File: config.mk
export PLATFORM = sky130hd
export DESIGN_NAME = ev_charge_pilot_controller
export DESIGN_NICKNAME = d
export VERILOG_FILES = /design/src/sv/evcp_pkg.sv /design/src/sv/evcp_csr.sv /design/src/sv/evcp_phase_timer.sv /design/src/sv/evcp_pilot_ctrl.sv /design/src/sv/ev_charge_pilot_controller.sv
export SDC_FILE = /design/constraint.sdc
export NUM_CORES = 1
export LEC_CHECK = 0
export ABC_CLOCK_PERIOD_IN_PS = 4000
export BUFFER_PORTS_ARGS = -buffer_cell sky130_fd_sc_hd__buf_4
export CAP_MARGIN = 20
export CORE_ASPECT_RATIO = 0.8
export CORE_MARGIN = 2
export CORE_UTILIZATION = 27
export CTS_BUF_LIST = sky130_fd_sc_hd__clkbuf_8
export DETAILED_ROUTE_END_ITERATION = 10
export PLACE_DENSITY = 0.48
export SYNTH_ARGS = -nofsm -noshare
export SYNTH_HDL_FRONTEND = slang
export SYNTH_SLANG_ARGS = --single-unit
File: constraint.sdc
create_clock -name clock -period 4 [get_ports clock]
set_input_delay 0.2 -clock clock [delete_from_list [all_inputs] [get_ports clock]]
set_output_delay 0.2 -clock clock [all_outputs]
set_load 0.01 [all_outputs]
File: src/sv/evcp_pkg.sv
// Shared types and constants for the EV charge pilot controller.
package evcp_pkg;

   localparam int unsigned ADC_W    = 10;
   localparam int unsigned SETTLE_W = 8;
   localparam int unsigned PHASE_W  = 14;
   localparam int unsigned TICKS_W  = 13;
   localparam int unsigned AMPS_W   = 5;
   localparam int unsigned DUTY_W   = 7;
   localparam int unsigned CSR_IDX_W  = 3;
   localparam int unsigned CSR_DATA_W = 13;

   localparam int unsigned AMPS_BASE = 16;
   localparam int unsigned AMPS_PEAK = 29;
   localparam int unsigned DUTY_BASE = AMPS_BASE * 5 / 3;
   localparam int unsigned DUTY_PEAK = AMPS_PEAK * 5 / 3;

   localparam logic [ADC_W-1:0]    THR_NO_VEHICLE_RST = ADC_W'(915);
   localparam logic [ADC_W-1:0]    THR_CONNECTED_RST  = ADC_W'(800);
   localparam logic [ADC_W-1:0]    THR_CHARGE_RST     = ADC_W'(700);
   localparam logic [ADC_W-1:0]    THR_VENT_RST       = ADC_W'(600);
   localparam logic [SETTLE_W-1:0] SETTLE_TICKS_RST   = SETTLE_W'(200);
   localparam logic [TICKS_W-1:0]  PEAK_TICKS_RST     = TICKS_W'(1500);
   localparam logic [TICKS_W-1:0]  COOLDOWN_TICKS_RST = TICKS_W'(6000);

   typedef enum logic [CSR_IDX_W-1:0] {
      CSR_THR_NO_VEHICLE = 3'd0,
      CSR_THR_CONNECTED  = 3'd1,
      CSR_THR_CHARGE     = 3'd2,
      CSR_THR_VENT       = 3'd3,
      CSR_SETTLE_TICKS   = 3'd4,
      CSR_PEAK_TICKS     = 3'd5,
      CSR_COOLDOWN_TICKS = 3'd6,
      CSR_VENT_OK        = 3'd7
   } csr_index_type;

   typedef enum logic [3:0] {
      ST_UNPLUGGED   = 4'd0,
      ST_IDLE        = 4'd1,
      ST_CHARGING    = 4'd2,
      ST_VENT_NEEDED = 4'd3,
      ST_VENT_CHARGE = 4'd4,
      ST_NO_AC       = 4'd5,
      ST_RELAY_OPEN  = 4'd6,
      ST_RELAY_STUCK = 4'd7,
      ST_PILOT_FAULT = 4'd8
   } status_type;

   typedef struct packed {
      logic [ADC_W-1:0]    thr_no_vehicle;
      logic [ADC_W-1:0]    thr_connected;
      logic [ADC_W-1:0]    thr_charge;
      logic [ADC_W-1:0]    thr_vent;
      logic [SETTLE_W-1:0] settle_ticks;
      logic [TICKS_W-1:0]  peak_ticks;
      logic [TICKS_W-1:0]  cooldown_ticks;
      logic                vent_ok;
   } cfg_type;

   typedef struct packed {
      status_type status;
      logic       relay_drive;
   } pilot_result_type;

endpackage

File: src/sv/evcp_csr.sv
// Configuration register file for the charge pilot controller.
module evcp_csr (
   input  logic                              clock,
   input  logic                              reset,
   input  logic                              csr_valid,
   output logic                              csr_ready,
   input  logic [evcp_pkg::CSR_IDX_W-1:0]    csr_index,
   input  logic [evcp_pkg::CSR_DATA_W-1:0]   csr_wdata,
   output evcp_pkg::cfg_type                 cfg
);
   import evcp_pkg::*;

   cfg_type cfg_ff;
   cfg_type cfg_in;

   assign csr_ready = 1'b1;
   assign cfg       = cfg_ff;

   always_comb begin
      cfg_in = cfg_ff;
      if (csr_valid) begin
         case (csr_index_type'(csr_index))
            CSR_THR_NO_VEHICLE: cfg_in.thr_no_vehicle = csr_wdata[ADC_W-1:0];
            CSR_THR_CONNECTED:  cfg_in.thr_connected  = csr_wdata[ADC_W-1:0];
            CSR_THR_CHARGE:     cfg_in.thr_charge     = csr_wdata[ADC_W-1:0];
            CSR_THR_VENT:       cfg_in.thr_vent       = csr_wdata[ADC_W-1:0];
            CSR_SETTLE_TICKS:   cfg_in.settle_ticks   = csr_wdata[SETTLE_W-1:0];
            CSR_PEAK_TICKS:     cfg_in.peak_ticks     = csr_wdata[TICKS_W-1:0];
            CSR_COOLDOWN_TICKS: cfg_in.cooldown_ticks = csr_wdata[TICKS_W-1:0];
            CSR_VENT_OK:        cfg_in.vent_ok        = csr_wdata[0];
            default:            cfg_in = cfg_ff;
         endcase
      end
   end

   always_ff @(posedge clock) begin
      if (reset) begin
         cfg_ff.thr_no_vehicle <= THR_NO_VEHICLE_RST;
         cfg_ff.thr_connected  <= THR_CONNECTED_RST;
         cfg_ff.thr_charge     <= THR_CHARGE_RST;
         cfg_ff.thr_vent       <= THR_VENT_RST;
         cfg_ff.settle_ticks   <= SETTLE_TICKS_RST;
         cfg_ff.peak_ticks     <= PEAK_TICKS_RST;
         cfg_ff.cooldown_ticks <= COOLDOWN_TICKS_RST;
         cfg_ff.vent_ok        <= 1'b0;
      end else begin
         cfg_ff <= cfg_in;
      end
   end

endmodule

File: src/sv/evcp_phase_timer.sv
// Alternating cooldown / peak phase timer that sets the offered current.
module evcp_phase_timer (
   input  logic              clock,
   input  logic              reset,
   input  logic              advance,
   input  evcp_pkg::cfg_type cfg,
   output logic              peak_next
);
   import evcp_pkg::*;

   logic               in_peak_ff;
   logic               in_peak_in;
   logic [PHASE_W-1:0] phase_count_ff;
   logic [PHASE_W-1:0] phase_count_in;
   logic [PHASE_W-1:0] limit;

   assign limit     = in_peak_ff ? PHASE_W'(cfg.peak_ticks) : PHASE_W'(cfg.cooldown_ticks);
   assign peak_next = in_peak_in;

   always_comb begin
      if (phase_count_ff <= limit) begin
         phase_count_in = phase_count_ff + PHASE_W'(1);
         in_peak_in     = in_peak_ff;
      end else begin
         phase_count_in = '0;
         in_peak_in     = ~in_peak_ff;
      end
   end

   always_ff @(posedge clock) begin
      if (reset) begin
         in_peak_ff     <= 1'b0;
         phase_count_ff <= '0;
      end else if (advance) begin
         in_peak_ff     <= in_peak_in;
         phase_count_ff <= phase_count_in;
      end
   end

endmodule

File: src/sv/evcp_pilot_ctrl.sv
// Pilot level classification, relay drive, settle timer and fault latching.
module evcp_pilot_ctrl (
   input  logic                          clock,
   input  logic                          reset,
   input  logic                          advance,
   input  evcp_pkg::cfg_type             cfg,
   input  logic [evcp_pkg::ADC_W-1:0]    adc_reading,
   input  logic                          ac_present,
   input  logic                          relay_closed_sense,
   output evcp_pkg::pilot_result_type    result
);
   import evcp_pkg::*;

   logic                relay_on_ff;
   logic                relay_on_in;
   logic                settle_active_ff;
   logic                settle_active_in;
   logic [SETTLE_W-1:0] settle_count_ff;
   logic [SETTLE_W-1:0] settle_count_in;
   logic                lockout_ff;
   logic                lockout_in;
   status_type          status;

   always_comb begin
      settle_active_in = settle_active_ff;
      settle_count_in  = settle_count_ff;
      relay_on_in      = relay_on_ff;
      lockout_in       = lockout_ff;
      status           = ST_UNPLUGGED;

      if (settle_active_ff) begin
         if (settle_count_ff < cfg.settle_ticks) begin
            settle_count_in = settle_count_ff + SETTLE_W'(1);
         end else begin
            settle_count_in  = '0;
            settle_active_in = 1'b0;
         end
      end

      if (lockout_ff) begin
         status = ST_RELAY_STUCK;
      end else if (!ac_present) begin
         if (relay_on_in) begin
            relay_on_in = 1'b0; settle_count_in = '0; settle_active_in = 1'b1;
         end
         status = ST_NO_AC;
      end else if (adc_reading > cfg.thr_no_vehicle || adc_reading > cfg.thr_connected) begin
         if (relay_on_in) begin
            relay_on_in = 1'b0; settle_count_in = '0; settle_active_in = 1'b1;
         end
         if (relay_closed_sense && !settle_active_in) begin
            status     = ST_RELAY_STUCK;
            lockout_in = 1'b1;
         end else if (adc_reading > cfg.thr_no_vehicle) begin
            status = ST_UNPLUGGED;
         end else begin
            status = ST_IDLE;
         end
      end else if (adc_reading > cfg.thr_charge ||
                   (adc_reading > cfg.thr_vent && cfg.vent_ok)) begin
         if (!relay_on_in) begin
            relay_on_in = 1'b1; settle_count_in = '0; settle_active_in = 1'b1;
         end
         status = (adc_reading > cfg.thr_charge) ? ST_CHARGING : ST_VENT_CHARGE;
         if (!relay_closed_sense && !settle_active_in) begin
            status = ST_RELAY_OPEN;
            relay_on_in = 1'b0; settle_count_in = '0; settle_active_in = 1'b1;
         end
      end else begin
         if (relay_on_in) begin
            relay_on_in = 1'b0; settle_count_in = '0; settle_active_in = 1'b1;
         end
         status = (adc_reading > cfg.thr_vent) ? ST_VENT_NEEDED : ST_PILOT_FAULT;
      end
   end

   assign result.status      = status;
   assign result.relay_drive = relay_on_in;

   always_ff @(posedge clock) begin
      if (reset) begin
         relay_on_ff      <= 1'b0;
         settle_active_ff <= 1'b0;
         settle_count_ff  <= '0;
         lockout_ff       <= 1'b0;
      end else if (advance) begin
         relay_on_ff      <= relay_on_in;
         settle_active_ff <= settle_active_in;
         settle_count_ff  <= settle_count_in;
         lockout_ff       <= lockout_in;
      end
   end

endmodule

File: src/sv/ev_charge_pilot_controller.sv
// Top level of the EV charge pilot controller.
//
// Feed one req_ beat per 1 ms tick: the pilot ADC sample, AC-present and
// relay-closed sense. Each accepted beat yields exactly one rsp_ beat with
// the status code, the relay command, the offered current (16 A base or
// 29 A peak), the pilot PWM duty and the peak phase flag.
// An accepted beat is registered and shows on rsp_ in the next cycle.
// Throughput is one beat per cycle while req_stall is low; the per-tick
// update is a single pass through the settle timer, phase timer and threshold
// classifier between the accepted request and the result register.
// req_stall rises only while a result is held and rsp_stall is high; the
// result register then keeps its beat, and the next request is taken in
// the same cycle the held result leaves.
// The csr_ port writes thresholds and timer lengths; it is always ready and
// should be written while no tick is in flight.
// Synchronous reset restores all register defaults, opens the relay, clears
// both timers and the stuck-relay lockout, and empties the result register.
module ev_charge_pilot_controller (
   input  logic                                clock,
   input  logic                                reset,
   input  logic                                req_valid,
   output logic                                req_stall,
   input  logic [evcp_pkg::ADC_W-1:0]          req_adc_reading,
   input  logic                                req_ac_present,
   input  logic                                req_relay_closed_sense,
   output logic                                rsp_valid,
   input  logic                                rsp_stall,
   output logic [3:0]                          rsp_status,
   output logic                                rsp_relay_drive,
   output logic [evcp_pkg::AMPS_W-1:0]         rsp_current_limit,
   output logic [evcp_pkg::DUTY_W-1:0]         rsp_duty_percent,
   output logic                                rsp_peak_phase,
   input  logic                                csr_valid,
   output logic                                csr_ready,
   input  logic [evcp_pkg::CSR_IDX_W-1:0]      csr_index,
   input  logic [evcp_pkg::CSR_DATA_W-1:0]     csr_wdata
);
   import evcp_pkg::*;

   cfg_type          cfg;
   pilot_result_type result;
   logic             advance;
   logic             peak_next;

   logic              rsp_valid_ff;
   logic              rsp_valid_in;
   logic [3:0]        status_ff;
   logic              relay_drive_ff;
   logic              peak_ff;

   assign req_stall = rsp_valid_ff & rsp_stall;
   assign advance   = req_valid & ~req_stall;

   evcp_csr u_csr (
      .clock     (clock),
      .reset     (reset),
      .csr_valid (csr_valid),
      .csr_ready (csr_ready),
      .csr_index (csr_index),
      .csr_wdata (csr_wdata),
      .cfg       (cfg)
   );

   evcp_phase_timer u_phase (
      .clock     (clock),
      .reset     (reset),
      .advance   (advance),
      .cfg       (cfg),
      .peak_next (peak_next)
   );

   evcp_pilot_ctrl u_ctrl (
      .clock              (clock),
      .reset              (reset),
      .advance            (advance),
      .cfg                (cfg),
      .adc_reading        (req_adc_reading),
      .ac_present         (req_ac_present),
      .relay_closed_sense (req_relay_closed_sense),
      .result             (result)
   );

   always_comb begin
      rsp_valid_in = rsp_valid_ff;
      if (advance) begin
         rsp_valid_in = 1'b1;
      end else if (!rsp_stall) begin
         rsp_valid_in = 1'b0;
      end
   end

   always_ff @(posedge clock) begin
      if (reset) begin
         rsp_valid_ff <= 1'b0;
      end else begin
         rsp_valid_ff <= rsp_valid_in;
      end
   end

   always_ff @(posedge clock) begin
      if (advance) begin
         status_ff      <= result.status;
         relay_drive_ff <= result.relay_drive;
         peak_ff        <= peak_next;
      end
   end

   assign rsp_valid         = rsp_valid_ff;
   assign rsp_status        = status_ff;
   assign rsp_relay_drive   = relay_drive_ff;
   assign rsp_peak_phase    = peak_ff;
   assign rsp_current_limit = peak_ff ? AMPS_W'(AMPS_PEAK) : AMPS_W'(AMPS_BASE);
   assign rsp_duty_percent  = peak_ff ? DUTY_W'(DUTY_PEAK) : DUTY_W'(DUTY_BASE);

endmodule

==> impl_metrics.json <==
{
  "h-tree-depth": 3,
  "grt_pass1_vias": 4694,
  "synth_mux_area_frac": 0.0433,
  "vias_per_cell": 4.61,
  "worst-path-buf-inv": 0,
  "vdd_ir_drop_max_mv": 0.136,
  "die_x_um": 172,
  "utilization": 0.308,
  "synth_fa_ha_area_frac": 0.128,
  "antenna_found_initial": 0,
  "layout_common_cells": "135 x nand2_1, 102 x dfxtp_1, 67 x inv_1",
  "crit_family": "compound AO/OA/AOI/OAI gates",
  "min_period_ns": 2.93,
  "worst_setup_path_end_kind": "flip-flop",
  "slowest_delay_ns": 0.55,
  "hp-class": "in -> reg",
  "tightest_slew_ns": 0.976,
  "power_density_mw_per_mm2": 309,
  "area_growth_syn_to_layout_pct": 12.7,
  "io_pins": 54,
  "initial_core_util": 0.273,
  "fp-row-count": 49,
  "cp.required_ns": 4.26,
  "core_mm2": 0.0223,
  "hpwl_um": 11600,
  "die_y_um": 138,
  "drc": 0,
  "startpoint_type": "flip-flop",
  "netlist_instances": 726,
  "cts.path.max_buffers": 2,
  "critPathKind": "reg -> reg",
  "synth-seq-cells": 108,
  "hold_viol": 0,
  "synth_edf_count": 6,
  "synth_area_leaders": "dfxtp_1 34%, ha_1 13%, nand2_1 8.3%, a21oi_1 4.0%, mux2i_1 4.0%",
  "port_buffers": 46,
  "synth-simple-area-share": 0.200,
  "postRouteAntennaNets": 0,
  "synth_area_leader_cell": "dfxtp_1",
  "clock_sink_count": 108,
  "grt_max_degree": 52,
  "hold_buffers": 0,
  "drt_iter0_markers": 268,
  "synth_xor_area_frac": 0.0231,
  "fin_tns_setup_ns": 0,
  "synth_top_family_by_area": "simple AND/OR/NAND/NOR gates",
  "final_common_cell": "nand2_1",
  "dr.pass1.iters": 4,
  "fillers": 2392,
  "worstSkewPairLatency_ns": 0.39,
  "gp_congestion": 0.749,
  "drive_gt1_frac": 0.102,
  "synth-compound-area-share": 0.163,
  "leakagePower_nw": 2.87,
  "ys_warn_count": 0,
  "setup_viol": 0,
  "fin_nets": 846,
  "vias": 4891,
  "synth_top_area_share": 0.336,
  "outcome": "complete, no violations",
  "path_clk_slew_ns": 0.10,
  "clock-root-buffer": "clkbuf_8",
  "crit_path_frequent_cell": "a21o_1",
  "drt_wl_total_um": 15700,
  "synthesis.area_mm2": 0.00607,
  "avgSynthCellArea_um2": 8.37,
  "crit_fanout": 13,
  "slew_violations": 0,
  "wl_per_cell_um": 14.8,
  "synthFlopType": "dfxtp_1",
  "cts_resized": 0,
  "cap_violations": 0,
  "path_cells": "mux2i_1 > ha_1 > a21o_1 > a21o_1 > a2111oi_0 > or4b_1 > a32oi_1 > a21o_1 > nor2_1",
  "fin_crit_sh": 0.732,
  "rsz0062_at_grt": "false",
  "fmax_mhz": 342,
  "slowest_stage": "dfxtp_1",
  "grtUsageTotal": 0.140,
  "diodes": 0,
  "max_slew_margin": 0.347,
  "numCtsBuffers": 9,
  "grt_overflow": 0,
  "grt_pass1_wl_um": 25900,
  "cts_tree": "done",
  "die_area_mm2": 0.0237,
  "ys_seq_area_frac": 0.366,
  "yosysUniqueCellTypes": 64,
  "crit_arrival_ns": 3.18,
  "cts_setup_buffers": 0,
  "async_flop_share": 0,
  "skew_ns": 0.0171
}
-- power breakdown --
group	leakage [nW]	internal, mW	total (mW)	switching [mW]
combinational	1.88	0.111	0.292	0.181
sequential	0.886	1.12	1.13	0.0161
clock	0.107	0.303	0.690	0.387
total	2.87	1.53	2.11	0.584
-- final cells by class --
| class | instances | area, um^2 | share of cell area |
|---|---|---|---|
| clock buffer | 10 | 138 | 0.0201 |
| inverter | 65 | 244 | 0.0356 |
| timing repair buffer | 51 | 383 | 0.0559 |
| tap | 306 | 383 | 0.0559 |
| sequential | 108 | 2220 | 0.325 |
| clock inverter | 6 | 57.6 | 0.00841 |
| multi-input combinational | 516 | 3420 | 0.499 |
-- synth_stat cells (all sizes together) (9+ instances only) --
cell type and instances:
nand3 28, ha 62, mux2i 24, nand2 135
a21o 9, dfxtp 102, clkbuf 25, a21oi 48
nor2 47, inv 64, nand4 18, o21ai 11
buf 17, nor3 9, o211ai 24
-- kinds of logic after synthesis --
family / after synthesis
and+or+nand+nor: 270
AOI/OAI and AO/OA: 135
DFF: 108
buffers and inverters: 107
adders and majority gates: 62
muxes: 26
xor gates and xnor gates: 16
other: 2
-- per-stage QoR --
| stage | power, mW | hold WS [ns] | setup WS, ns | instances | area [um^2] |
|---|---|---|---|---|---|
| 3_3_place_gp | 1.45 | 0.417 | 1.15 | 1045 | 6640 |
| 2_1_floorplan | 1.34 | 0.324 | 0.906 | 731 | 6090 |
| 3_5_place_dp | 1.45 | 0.421 | 1.09 | 1045 | 6640 |
| 6_report | 2.11 | 0.0332 | 1.07 | 1062 | 6840 |
| 4_1_cts | 2.15 | 0.00413 | 1.06 | 1061 | 6840 |
| 5_1_grt | 2.22 | 0.0232 | 0.807 | 1062 | 6840 |
-- flip-flops by register name, indices dropped and copies added, names as in the netlist --
name / flops
rsp_peak_phase: 1
u_phase.phase_count_ff: 14
u_ctrl.settle_count_ff: 8
u_ctrl.lockout_ff: 1
rsp_relay_drive: 1
u_ctrl.settle_active_ff: 1
u_csr.cfg: 75
u_phase.in_peak_ff: 1
u_ctrl.relay_on_ff: 1
rsp_valid: 1
rsp_status: 4
-- metal layers --
| layer | up-vias | GRT usage | routed length, um |
|---|---|---|---|
| met5 | - | 0 | 0 |
| met3 | 11 | 0.0281 | 620 |
| li1 | 2542 | - | - |
| met2 | 75 | 0.212 | 6850 |
| met4 | 0 | 0.0303 | 148 |
| met1 | 2263 | 0.204 | 8110 |
-- final timing paths --
path | from | endpoint | slack, ns | depth (start not counted)
worst min-delay path | req_valid | rsp_valid | 0.03 | 2
worst min register to register | u_csr.cfg[14] | u_csr.cfg[14] | 0.46 | 2
worst max-delay path | u_phase.in_peak_ff | u_phase.phase_count_ff[12] | 1.07 | 9
worst max register to register | u_phase.in_peak_ff | u_phase.phase_count_ff[12] | 1.07 | 9
Power figures use the tool's default switching activity.
